`config.mk`:
```
export PLATFORM = sky130hd
export DESIGN_NAME = handheld_timer_serial_block
export DESIGN_NICKNAME = d
export VERILOG_FILES = /design/src/hdl/hts_pkg.sv /design/src/hdl/handheld_timer_serial_block.sv /design/src/hdl/hts_step_unit.sv /design/src/hdl/hts_seq.sv
export SDC_FILE = /design/constraint.sdc
export NUM_CORES = 1
export LEC_CHECK = 0
export BUFFER_PORTS_ARGS = -buffer_cell sky130_fd_sc_hd__buf_2
export CAP_MARGIN = 40
export CORE_MARGIN = 2
export CORE_UTILIZATION = 62
export CTS_CLUSTER_DIAMETER = 100
export DETAILED_ROUTE_END_ITERATION = 12
export HOLD_SLACK_MARGIN = 0.08
export PLACE_DENSITY = 0.8
export SYNTH_ARGS = -nofsm -noshare
export SYNTH_HDL_FRONTEND = slang
export SYNTH_SLANG_ARGS = --single-unit
```
`constraint.sdc`:
```
create_clock -name clk -period 4.5 [get_ports clk]
set_input_delay 0.45 -clock clk [delete_from_list [all_inputs] [get_ports clk]]
set_output_delay 0.45 -clock clk [all_outputs]
set_load 0.01 [all_outputs]
```
`src/hdl/hts_pkg.sv`:
```
// ----------------------------------------------------------------------------
// hts_pkg: shared types and constants of the timer/serial block
// Opcodes, register selects, accumulator widths, sequencer states and the
// control/status bundles passed between the sequencer and the datapath.
// ----------------------------------------------------------------------------
package hts_pkg;

  // opcodes of an input word
  localparam logic [2:0] OP_ADVANCE   = 3'd0;
  localparam logic [2:0] OP_WRITE     = 3'd1;
  localparam logic [2:0] OP_READ      = 3'd2;
  localparam logic [2:0] OP_CLR_OUT   = 3'd3;
  localparam logic [2:0] OP_CLR_IN    = 3'd4;
  localparam logic [2:0] OP_SER_DONE  = 3'd5;

  // register selects
  localparam logic [2:0] REG_DIV = 3'd0;
  localparam logic [2:0] REG_CNT = 3'd1;
  localparam logic [2:0] REG_RLD = 3'd2;
  localparam logic [2:0] REG_TAC = 3'd3;
  localparam logic [2:0] REG_SC  = 3'd4;

  // accumulator widths
  localparam int DACC_W = 16;
  localparam int PRE_W  = 11;
  localparam int SER_W  = 17;
  localparam int SIN_W  = 13;

  // divider step interval and serial timing
  localparam int unsigned DIV_INTERVAL = 256;
  localparam logic [DACC_W-1:0] DIV_STEP = DACC_W'(DIV_INTERVAL);
  localparam logic [SER_W-1:0]  SERIAL_TIMEOUT = SER_W'(50000);
  localparam logic [SIN_W-1:0]  SERIAL_IN_SPAN = SIN_W'(5000);
  localparam logic [7:0]        SC_RX_IDLE     = 8'h80;
  localparam int                TAC_EN_BIT     = 2;
  localparam int                SC_START_BIT   = 7;
  localparam int                SC_CLOCK_BIT   = 0;

  // sequencer states
  typedef enum logic [1:0] {
    ST_IDLE,
    ST_EXEC,
    ST_STEP,
    ST_FINISH
  } state_t;

  // sequencer to datapath
  typedef struct packed {
    logic accept;
    logic exec;
    logic step;
    logic finish;
  } ctl_t;

  // datapath to sequencer
  typedef struct packed {
    logic timer_run;
    logic step_ge;
    logic out_free;
  } stat_t;

  // prescaler period selected by timer control bits 1..0
  function automatic logic [PRE_W-1:0] prescale_period(input logic [1:0] sel);
    logic [PRE_W-1:0] p;
    case (sel)
      2'd0:    p = PRE_W'(1024);
      2'd1:    p = PRE_W'(16);
      2'd2:    p = PRE_W'(64);
      default: p = PRE_W'(256);
    endcase
    return p;
  endfunction

endpackage

```
`src/hdl/handheld_timer_serial_block.sv`:
```
// ----------------------------------------------------------------------------
// handheld_timer_serial_block: divider, programmable timer and serial timing
// Each input word yields one result word. A word is taken, runs an execute
// step and a finish step; bus words (read, write, flag clears, serial done)
// and advances with the timer stopped go straight from execute to finish.
// An advance with the timer running adds one counter step per clock while a
// prescaler period is due, then a closing compare, before the finish. The
// loop runs on the single prescale step unit, which does one compare,
// subtract and counter increment per clock. The finish waits while the
// output register still holds an unaccepted result. The next word is taken
// while a finished result still waits in the output register.
// ----------------------------------------------------------------------------
module handheld_timer_serial_block (
  input  logic       clk,
  input  logic       rst_n,
  input  logic       in_valid,
  output logic       in_ready,
  input  logic [2:0] in_opcode,
  input  logic [2:0] in_reg_select,
  input  logic [7:0] in_write_data,
  input  logic [7:0] in_cycles,
  output logic       out_valid,
  input  logic       out_ready,
  output logic [7:0] out_read_data,
  output logic       out_timer_irq,
  output logic       out_serial_irq,
  output logic       out_message_out,
  output logic       out_message_in
);
  import hts_pkg::*;

  ctl_t  ctl;
  stat_t stat;

  // latched input word
  logic [2:0] op_r, sel_r;
  logic [7:0] wdat_r, cyc_r;

  // register file
  logic [7:0] div_r, div_nxt, cnt_r, cnt_nxt, rld_r, rld_nxt;
  logic [7:0] tac_r, tac_nxt, sc_r, sc_nxt;

  // accumulators and flags
  logic [DACC_W-1:0] dacc_r, dacc_nxt;
  logic [PRE_W-1:0]  pacc_r, pacc_nxt;
  logic [SER_W-1:0]  sacc_r, sacc_nxt;
  logic [SIN_W-1:0]  iacc_r, iacc_nxt;
  logic              busy_r, busy_nxt, opend_r, opend_nxt, ipend_r, ipend_nxt;

  // per-word results
  logic [7:0] rdat_r, rdat_nxt;
  logic       tirq_r, tirq_nxt, sirq_r, sirq_nxt;

  // output register
  logic       out_valid_r, out_valid_nxt;
  logic [7:0] o_rdat_r;
  logic       o_tirq_r, o_sirq_r, o_mout_r, o_min_r;

  // step unit wires
  logic             step_ge, step_wrap;
  logic [PRE_W-1:0] step_acc;
  logic [7:0]       step_cnt;

  // execute-cycle temporaries
  logic [7:0]        sc_mid;
  logic [SER_W-1:0]  ser_sum;
  logic [SIN_W-1:0]  in_sum;
  logic [DACC_W:0]   div_sum;
  logic [DACC_W-1:0] div_sat;

  hts_seq u_seq (
    .clk      (clk),
    .rst_n    (rst_n),
    .in_valid (in_valid),
    .stat     (stat),
    .in_ready (in_ready),
    .ctl      (ctl)
  );

  hts_step_unit u_step (
    .accum      (pacc_r),
    .period_sel (tac_r[1:0]),
    .cnt        (cnt_r),
    .rld        (rld_r),
    .ge         (step_ge),
    .accum_nxt  (step_acc),
    .cnt_nxt    (step_cnt),
    .wrap       (step_wrap)
  );

  // status to sequencer
  assign stat.timer_run = (op_r == OP_ADVANCE) && tac_r[TAC_EN_BIT];
  assign stat.step_ge   = step_ge;
  assign stat.out_free  = !out_valid_r || out_ready;

  // capture the input word
  always_ff @(posedge clk) begin
    if (ctl.accept) begin
      op_r   <= in_opcode;
      sel_r  <= in_reg_select;
      wdat_r <= in_write_data;
      cyc_r  <= in_cycles;
    end
  end

  // execute and step datapath
  always_comb begin
    div_nxt   = div_r;
    cnt_nxt   = cnt_r;
    rld_nxt   = rld_r;
    tac_nxt   = tac_r;
    sc_nxt    = sc_r;
    dacc_nxt  = dacc_r;
    pacc_nxt  = pacc_r;
    sacc_nxt  = sacc_r;
    iacc_nxt  = iacc_r;
    busy_nxt  = busy_r;
    opend_nxt = opend_r;
    ipend_nxt = ipend_r;
    rdat_nxt  = rdat_r;
    tirq_nxt  = tirq_r;
    sirq_nxt  = sirq_r;
    sc_mid    = sc_r;
    ser_sum   = sacc_r + SER_W'(cyc_r);
    in_sum    = '0;
    div_sum   = {1'b0, dacc_r} + (DACC_W+1)'(cyc_r);
    div_sat   = div_sum[DACC_W] ? '1 : div_sum[DACC_W-1:0];

    if (ctl.exec) begin
      rdat_nxt = 8'd0;
      tirq_nxt = 1'b0;
      sirq_nxt = 1'b0;
      case (op_r)
        OP_ADVANCE: begin
          // serial transfer start and timeout
          if (!busy_r) begin
            sacc_nxt = '0;
            if (sc_r[SC_START_BIT] && sc_r[SC_CLOCK_BIT]) begin
              busy_nxt  = 1'b1;
              opend_nxt = 1'b1;
            end
          end else begin
            sacc_nxt = ser_sum;
            if (ser_sum > SERIAL_TIMEOUT) begin
              sirq_nxt = 1'b1;
              sc_mid   = {1'b0, sc_r[6:0]};
              busy_nxt = 1'b0;
            end
          end
          sc_nxt = sc_mid;
          // incoming message span
          if (sc_mid == SC_RX_IDLE) begin
            in_sum = iacc_r + SIN_W'(cyc_r);
            if (in_sum > SERIAL_IN_SPAN) begin
              iacc_nxt  = '0;
              ipend_nxt = 1'b1;
            end else begin
              iacc_nxt = in_sum;
            end
          end
          // divider, at most one step
          if (div_sat >= DIV_STEP) begin
            div_nxt  = div_r + 8'd1;
            dacc_nxt = div_sat - DIV_STEP;
          end else begin
            dacc_nxt = div_sat;
          end
          // prescaler accumulate, steps follow in the loop
          if (tac_r[TAC_EN_BIT]) begin
            pacc_nxt = pacc_r + PRE_W'(cyc_r);
          end else begin
            pacc_nxt = '0;
          end
        end
        OP_WRITE: begin
          case (sel_r)
            REG_DIV: div_nxt = wdat_r;
            REG_CNT: cnt_nxt = wdat_r;
            REG_RLD: rld_nxt = wdat_r;
            REG_TAC: tac_nxt = wdat_r;
            REG_SC:  sc_nxt  = wdat_r;
            default: ;
          endcase
        end
        OP_READ: begin
          case (sel_r)
            REG_DIV: rdat_nxt = div_r;
            REG_CNT: rdat_nxt = cnt_r;
            REG_RLD: rdat_nxt = rld_r;
            REG_TAC: rdat_nxt = tac_r;
            REG_SC:  rdat_nxt = sc_r;
            default: rdat_nxt = 8'd0;
          endcase
        end
        OP_CLR_OUT: opend_nxt = 1'b0;
        OP_CLR_IN:  ipend_nxt = 1'b0;
        OP_SER_DONE: begin
          sirq_nxt = 1'b1;
          sc_nxt   = {1'b0, sc_r[6:0]};
          busy_nxt = 1'b0;
        end
        default: ;
      endcase
    end

    // one counter step per cycle
    if (ctl.step) begin
      pacc_nxt = step_acc;
      cnt_nxt  = step_cnt;
      if (step_wrap) tirq_nxt = 1'b1;
    end
  end

  // state registers
  always_ff @(posedge clk) begin
    if (!rst_n) begin
      div_r   <= 8'd0;
      cnt_r   <= 8'd0;
      rld_r   <= 8'd0;
      tac_r   <= 8'd0;
      sc_r    <= 8'd0;
      dacc_r  <= '0;
      pacc_r  <= '0;
      sacc_r  <= '0;
      iacc_r  <= '0;
      busy_r  <= 1'b0;
      opend_r <= 1'b0;
      ipend_r <= 1'b0;
    end else begin
      div_r   <= div_nxt;
      cnt_r   <= cnt_nxt;
      rld_r   <= rld_nxt;
      tac_r   <= tac_nxt;
      sc_r    <= sc_nxt;
      dacc_r  <= dacc_nxt;
      pacc_r  <= pacc_nxt;
      sacc_r  <= sacc_nxt;
      iacc_r  <= iacc_nxt;
      busy_r  <= busy_nxt;
      opend_r <= opend_nxt;
      ipend_r <= ipend_nxt;
    end
  end

  // per-word result registers
  always_ff @(posedge clk) begin
    rdat_r <= rdat_nxt;
    tirq_r <= tirq_nxt;
    sirq_r <= sirq_nxt;
  end

  // output word register
  always_comb begin
    out_valid_nxt = out_valid_r;
    if (ctl.finish) begin
      out_valid_nxt = 1'b1;
    end else if (out_ready) begin
      out_valid_nxt = 1'b0;
    end
  end

  always_ff @(posedge clk) begin
    if (!rst_n) begin
      out_valid_r <= 1'b0;
    end else begin
      out_valid_r <= out_valid_nxt;
    end
  end

  always_ff @(posedge clk) begin
    if (ctl.finish) begin
      o_rdat_r <= rdat_r;
      o_tirq_r <= tirq_r;
      o_sirq_r <= sirq_r;
      o_mout_r <= opend_r;
      o_min_r  <= ipend_r && (sc_r == SC_RX_IDLE);
    end
  end

  assign out_valid       = out_valid_r;
  assign out_read_data   = o_rdat_r;
  assign out_timer_irq   = o_tirq_r;
  assign out_serial_irq  = o_sirq_r;
  assign out_message_out = o_mout_r;
  assign out_message_in  = o_min_r;

  // prescale loop leaves less than one period behind
  a_pre_done: assert property (@(posedge clk) disable iff (!rst_n)
    ctl.finish && stat.timer_run |-> !step_ge)
    else $error("prescale loop ended with a period still due");

  // a busy transfer never holds an expired timeout
  a_ser_bound: assert property (@(posedge clk) disable iff (!rst_n)
    busy_r |-> sacc_r <= SERIAL_TIMEOUT)
    else $error("serial timeout missed while busy");

  // incoming span accumulator stays in range
  a_in_bound: assert property (@(posedge clk) disable iff (!rst_n)
    iacc_r <= SERIAL_IN_SPAN)
    else $error("incoming span accumulator out of range");

  // a result word appears only from the finish cycle
  a_out_src: assert property (@(posedge clk) disable iff (!rst_n)
    $rose(out_valid_r) |-> $past(ctl.finish))
    else $error("result word without finish");

endmodule

```
`src/hdl/hts_step_unit.sv`:
```
// ----------------------------------------------------------------------------
// hts_step_unit: shared prescaler step unit
// Compares the prescale accumulator against the selected period, subtracts
// one period and increments the counter with reload on wrap.
// ----------------------------------------------------------------------------
module hts_step_unit (
  input  logic [hts_pkg::PRE_W-1:0] accum,
  input  logic [1:0]                period_sel,
  input  logic [7:0]                cnt,
  input  logic [7:0]                rld,
  output logic                      ge,
  output logic [hts_pkg::PRE_W-1:0] accum_nxt,
  output logic [7:0]                cnt_nxt,
  output logic                      wrap
);
  import hts_pkg::*;

  logic [PRE_W-1:0] period;
  logic [7:0]       cnt_inc;

  // compare and subtract one period
  assign period    = prescale_period(period_sel);
  assign ge        = (accum >= period);
  assign accum_nxt = accum - period;

  // counter increment with reload on wrap
  assign cnt_inc = cnt + 8'd1;
  assign wrap    = (cnt_inc == 8'd0);
  assign cnt_nxt = wrap ? rld : cnt_inc;

endmodule

```
`src/hdl/hts_seq.sv`:
```
// ----------------------------------------------------------------------------
// hts_seq: item sequencer
// Accepts a word, runs the execute cycle, loops the step unit while a
// prescaler period is due, then hands the result to the output register.
// ----------------------------------------------------------------------------
module hts_seq (
  input  logic           clk,
  input  logic           rst_n,
  input  logic           in_valid,
  input  hts_pkg::stat_t stat,
  output logic           in_ready,
  output hts_pkg::ctl_t  ctl
);
  import hts_pkg::*;

  state_t state_r, state_nxt;

  // state register
  always_ff @(posedge clk) begin
    if (!rst_n) begin
      state_r <= ST_IDLE;
    end else begin
      state_r <= state_nxt;
    end
  end

  // next state
  always_comb begin
    state_nxt = state_r;
    unique case (state_r)
      ST_IDLE: begin
        if (in_valid) state_nxt = ST_EXEC;
      end
      ST_EXEC: begin
        state_nxt = stat.timer_run ? ST_STEP : ST_FINISH;
      end
      ST_STEP: begin
        if (!stat.step_ge) state_nxt = ST_FINISH;
      end
      ST_FINISH: begin
        if (stat.out_free) state_nxt = ST_IDLE;
      end
      default: state_nxt = ST_IDLE;
    endcase
  end

  // outputs
  always_comb begin
    in_ready   = 1'b0;
    ctl        = '0;
    unique case (state_r)
      ST_IDLE: begin
        in_ready   = 1'b1;
        ctl.accept = in_valid;
      end
      ST_EXEC:   ctl.exec   = 1'b1;
      ST_STEP:   ctl.step   = stat.step_ge;
      ST_FINISH: ctl.finish = stat.out_free;
      default: ;
    endcase
  end

endmodule
```
==> reports/results.ini, run 1 <==
[power_and_ir_drop]
p_per_area_mw_per_mm2 = 392
switching_share_pct = 32.2
p_switching_w = 0.00123
seqPwrFrac_pct = 43.6
ir_drop_v = 0.000323
p_leak_nw = 3.87
combPwrFrac_pct = 19.6
p_clk_share_pct = 36.8
internal-power_w = 0.00258
p_total_w = 0.00381

[routing]
drt-vias-per-instance = 6.38
drt_wl_total_um = 21200
wl_per_cell_um = 17.9
route.detailed.drc = 0
ant_nets = 0
vias = 7578
drtPass1Iterations = 5
drt-initial-drc-count = 804

[grt]
grt_antenna_before_repair = 0
grt_max_degree = 43
grt_use_total_pct = 29.3
gr-total-overflow = 0
grt_pass1_wl_um = 34900
grt_pass1_vias = 7040

[synthesis]
syn_area_mm2 = 0.00878
ys_seq_area_share_pct = 38.4
synthArstFlopShare_pct = 0
synthDominantCellAreaShare_pct = 23.7
avgSynthCellArea_um2 = 9.08
synth_cell_types = 86
synth_fp_nets = 1042
synth_cells = 967
synth-edff-count = 43
synth-seq-cells = 147
ys_warn_count = 0
ys_top_cells_by_area = dfxtp_1, edfxtp_1, ha_1, mux2i_1, nor2_1
synth_top_area_cell = dfxtp_1
synth-main-ff-cell = dfxtp_1

[sta]
slew_headroom_pct = 41.2
slew_violations = 0
fmax_mhz = 250
fin_hold_ws_ns = 0.190
clock_skew_ns = 0.0140
setup_viol_count_final = 0
rsz0062_at_grt = no
period_share_pct = 89.0
worst_pin_slew_ns = 0.880
hold_viol = 0
setup_tns_ns = 0
period_minus_slack_ns = 4.01

[floorplan]
die_area_mm2 = 0.0151
die_x_um = 123
fp.coreArea_mm2 = 0.0139
num_io_pins = 40
start_util_pct = 63.3
dieHeight_um = 123
num_rows = 43

[job]
drv_cap = 0

[clocking]
cts_hold_buf = 0
clockBufferDepth = 2
clk_latency_ns = 0.43
htreeDepth = 4
ctsResizeCount = 0
clkSinkCount = 147
cts_setup_buffers = 0
clockRootBuffer = clkbuf_16
cts_buffers = 17
clkSlewWorstSetupHoldPaths_ns = 0.07
cts_tree = built

[setup_path]
start_kind = flip-flop
cp_data_arrival_time_ns = 4.31
critical_path_class = reg -> reg
worstPathMaxFanout = 10
crit_path_end_kind = flip-flop
required_ns = 4.81

[finish]
drive_gt1_share_pct = 12.3
syn2layout_area_growth_pct = 10.6
nets = 1069
fin_util_pct = 70.0
n_fill_cell = 1087
n_antenna_cell = 0

[hold_path]
hold_class = in -> reg

[placed_design]
hpwl_um = 14700
globalplace.congestion = 0.912
port-buffer-count = 39

[status]
status = completed

cell usage in the layout (no fill, tap or decap), types with 15 or more instances in the layout:
master,netlist,routed
nor2_1,107,106
dfxtp_1,104,104
a21oi_1,66,66
nand2_1,62,62
mux2i_1,48,48
o21ai_0,45,45
ha_1,45,45
edfxtp_1,43,43
nand3_1,40,40
buf_2,4,39
inv_1,32,32
xor2_1,23,23
a22oi_1,23,23
a211oi_1,22,22
nor3_1,21,21
xnor2_1,20,20
clkbuf_16,0,17
a21o_1,16,16
a31oi_1,15,15
per-layer routing:
layer	GRT usage, %	wire, um	vias up
met4	11.1	525	0
met5	0	0	-
li1	-	-	3667
met1	40.0	9540	3580
met3	6.46	1500	47
met2	45.7	9630	284
synthesized netlist by cell type (22+ instances only):
cell / instances
nor2_1: 107
dfxtp_1: 104
a21oi_1: 66
nand2_1: 62
mux2i_1: 48
ha_1: 45
o21ai_0: 45
edfxtp_1: 43
nand3_1: 40
clkbuf_1: 34
inv_1: 32
a22oi_1: 23
xor2_1: 23
a211oi_1: 22
cell type report:
cell class / instances / area [um^2] / share of cell area, %
multi-input combinational: 745 / 5130 / 52.8
tap: 180 / 225 / 2.32
timing repair buffer: 50 / 285 / 2.94
inverter: 33 / 124 / 1.27
clock buffer: 18 / 439 / 4.52
clock inverter: 14 / 143 / 1.47
sequential: 147 / 3370 / 34.7
power groups by stage:
stage	Clock (W)	Combinational [W]	Sequential [W]
5_1_grt	0.00147	0.000834	0.00167
3_5_place_dp	0	0.000732	0.00168
2_1_floorplan	0	0.000579	0.00160
4_1_cts	0.00141	0.000741	0.00166
3_3_place_gp	0	0.000707	0.00169
6_report	0.00140	0.000746	0.00166
final timing paths:
check	slack (ns)	depth (start not counted)	from	endpoint
max	0.49	17	cyc_r[1]	div_r[0]
min	0.19	1	in_reg_select[0]	sel_r[0]
max reg2reg	0.49	17	cyc_r[1]	div_r[0]
min reg2reg	0.42	0	rdat_r[0]	out_read_data[0]
critical path: stages (launching register included):
cell       delay [ns]
edfxtp_1         0.48
inv_1            0.18
fa_1             0.47
nor2b_1          0.20
o31ai_2          0.10
a21oi_2          0.40
nand2_1          0.16
nor2_1           0.16
nor2_1           0.11
inv_1            0.06
ha_1             0.12
and3_1           0.14
o2111a_1         0.17
nand4_1          0.15
o2111ai_4        0.33
nor2_1           0.18
o311ai_0         0.36
nand2_1          0.09
registers in the layout (all words and copies together), names as in the netlist, 2 cells and up:
| register | count |
|---|---|
| cnt_r | 8 |
| cyc_r | 8 |
| dacc_r | 16 |
| div_r | 8 |
| iacc_r | 13 |
| op_r | 3 |
| out_read_data | 8 |
| pacc_r | 11 |
| rdat_r | 8 |
| rld_r | 8 |
| sacc_r | 17 |
| sc_r | 8 |
| sel_r | 3 |
| tac_r | 8 |
| u_seq.state_r | 2 |
| wdat_r | 8 |
through the flow:
stage | setup WS, ns | cell area, um^2 | cells
after detailed placement | 0.485 | 9130 | 1155
after floorplan | 0.822 | 8780 | 967
after global routing | 0.0728 | 9720 | 1187
final | 0.495 | 9720 | 1187
after CTS | 0.487 | 9720 | 1187
after global placement | 0.615 | 9100 | 1152
logic make-up after synthesis:
| kind of cell | after synthesis | synth area share (%) |
|---|---|---|
| muxes | 55 | 6.50 |
| AOI/OAI and AO/OA | 279 | 22.3 |
| xor gates and xnor gates | 43 | 4.29 |
| adders and majority gates | 49 | 7.32 |
| and+or+nand+nor | 319 | 18.0 |
| DFF | 147 | 38.4 |
| buffers and inverters | 75 | 3.26 |
Note: power is estimated with default switching activity, not from simulation.
==> run 2, diff against run 1 <==
==> constraint.sdc (replaced) <==
create_clock -name clk -period 4.47 [get_ports clk]
set_input_delay 0.447 -clock clk [delete_from_list [all_inputs] [get_ports clk]]
set_output_delay 0.447 -clock clk [all_outputs]
set_load 0.01 [all_outputs]
==> run 2 against run 1 <==
Register-to-register slack about the same. Highest routed layer unchanged. Largest power group unchanged. Hold slack lost 0.0023 ns. Global-route usage is 0.10 points higher. Sequential share of layout area about the same. Combinational power is 1% higher. Sequential cell count did not move. Clock-buffer cell count is 1 higher. Via count barely moved.
==> reports/results.ini, run 2 (synthesis gave the netlist of run 1 again) <==
[floorplan]
die_area_mm2 = 0.0151
die_x_um = 123
fp.coreArea_mm2 = 0.0139
num_rows = 43
num_io_pins = 40
start_util_pct = 63.3
dieHeight_um = 123

[clocking]
cts_tree = built
ctsResizeCount = 0
clkSinkCount = 147
cts_setup_buffers = 0
clk_latency_ns = 0.43
cts_buffers = 17
cts_hold_buf = 0
htreeDepth = 4
clockBufferDepth = 2
clockRootBuffer = clkbuf_16
clkSlewWorstSetupHoldPaths_ns = 0.06

[routing]
met3_length_um = 1510
drt-initial-drc-count = 783
dr_wl_met2_um = 9730
drtPass1Iterations = 5
highest_layer = met4
wl_met1_um = 9530
vias = 7572
wl_per_cell_um = 17.9
drt-vias-per-instance = 6.38
route.detailed.drc = 0
drt_wl_total_um = 21300
ant_nets = 0

[sta]
period_share_pct = 88.8
slew_violations = 0
layout_setup_ws_ns = 0.501
clock_skew_ns = 0.00894
slew_headroom_pct = 37.1
rsz0062_at_grt = no
setup_tns_ns = 0
fmax_mhz = 252
hold_viol = 0
worst_pin_slew_ns = 0.941
period_minus_slack_ns = 3.97
setup_viol_count_final = 0

[setup_path]
r2r-end = div_r[0]
slowest_delay_ns = 0.49
r2r_start = cyc_r[1]
crit_path_end_kind = flip-flop
crit_top_cell = nor2_1
path_cells = inv_1 > fa_1 > nor2b_1 > o31ai_2 > a21oi_2 > nand2_1 > nor2_1 > nor2_1 > inv_1 > ha_1 > and3_1 > o2111a_1 > nand4_1 > o2111ai_4 > nor2_1 > o311ai_0 > nand2_1
r2r_slack_ns = 0.50
reg2regPathDepth = 17
start_kind = flip-flop
worst-path-buf-inv = 2
cp_data_arrival_time_ns = 4.28
required_ns = 4.78
crit_path_start = cyc_r[1]
critical_path_class = reg -> reg
cpLargestDelayFamily = compound AO/OA/AOI/OAI gates
worstPathMaxFanout = 10
slowest_stage = edfxtp_1

[finish]
top_register = sacc_r
layout_commonest_cell = nor2_1
drive_gt1_share_pct = 12.2
instances_no_fill = 1187
largest_reg_flops = 17
reg_top3 = sacc_r (17), dacc_r (16), iacc_r (13)
mostFrequentLayoutCells = nor2_1, dfxtp_1, a21oi_1
n_antenna_cell = 0
syn2layout_area_growth_pct = 10.7
nets = 1069

[grt]
grt_use_total_pct = 29.4
grt_pass1_vias = 6991
grt_pass1_wl_um = 34800
gr-total-overflow = 0
grt_max_degree = 43
grt_antenna_before_repair = 0

[job]
drv_cap = 0

[power_and_ir_drop]
switching_share_pct = 31.3
internal-power_w = 0.00265
seqPwrFrac_pct = 43.4
p_clk_share_pct = 37.0
p_leak_nw = 3.87
combPwrFrac_pct = 19.5
p_total_w = 0.00386
p_per_area_mw_per_mm2 = 397
ir_drop_v = 0.000283
p_switching_w = 0.00121

[placed_design]
globalplace.congestion = 0.912
placed_cells = 1155
port-buffer-count = 39
pre_cts_ws_ns = 0.494
hpwl_um = 14700

[hold_path]
min-delay-start = in_write_data[5]
hold_class = in -> reg
worstHoldPathCells = 1
min_to = wdat_r[5]

[status]
status = completed

## run 2: cell count changes in the layout (fill, tap and decap cells not counted), sizes merged
cell and delta:
bufinv +1, clkbuf +1, clkinv -1, clkinvlp +1, inv -2
## run 2: worst max-delay path by stage
stage                     slack (ns)  endpoint  depth (start not counted)
final                           0.50  div_r[0]                         17
after detailed placement        0.49  div_r[0]                         17
after global routing            0.04  div_r[0]                         17
after global placement          0.58  div_r[0]                         17
after floorplan                 0.79  div_r[7]                         16
after CTS                       0.50  div_r[0]                         17
## run 2: stage by stage
| step | hold WS, ns | util [%] | area [um^2] |
|---|---|---|---|
| 2_1_floorplan | 0.400 | - | 8780 |
| 3_3_place_gp | 0.402 | 65.6 | 9100 |
| 3_5_place_dp | 0.405 | 65.8 | 9130 |
| 4_1_cts | 0.183 | 70.1 | 9730 |
| 5_1_grt | 0.175 | 70.1 | 9730 |
| 6_report | 0.188 | 70.1 | 9730 |
## run 2: layer usage
| metal | track usage [%] | up-vias |
|---|---|---|
| met5 | 0 | - |
| met4 | 10.3 | 0 |
| met3 | 6.55 | 40 |
| met2 | 45.6 | 278 |
| met1 | 40.7 | 3593 |
| li1 | - | 3661 |
## run 2: worst reg2reg max path, delay by kind of cell, from the launching register on
kind	cells	cell delay, ns
AO/OA/AOI/OAI	5	1.35
buffers and inverters	2	0.25
AND/OR/NAND/NOR	8	1.15
flip-flops	1	0.49
adder cells (fa/ha/maj)	2	0.60
## run 2: layout make-up
| type | instances | area (um^2) |
|---|---|---|
| Multi-Input combinational cell | 745 | 5130 |
| Fill cell | 1069 | 4160 |
| Sequential cell | 147 | 3370 |
| Clock buffer | 19 | 443 |
| Timing Repair Buffer | 50 | 285 |
| Tap cell | 180 | 225 |
| Clock inverter | 13 | 149 |
| Inverter | 33 | 124 |
## run 2: power by group through the flow
stage | Combinational (W) | Sequential (W) | Clock, W
after global placement | 0.000711 | 0.00170 | 0
after detailed placement | 0.000739 | 0.00170 | 0
after floorplan | 0.000583 | 0.00161 | 0
after global routing | 0.000838 | 0.00169 | 0.00150
after CTS | 0.000748 | 0.00167 | 0.00144
final | 0.000754 | 0.00168 | 0.00143
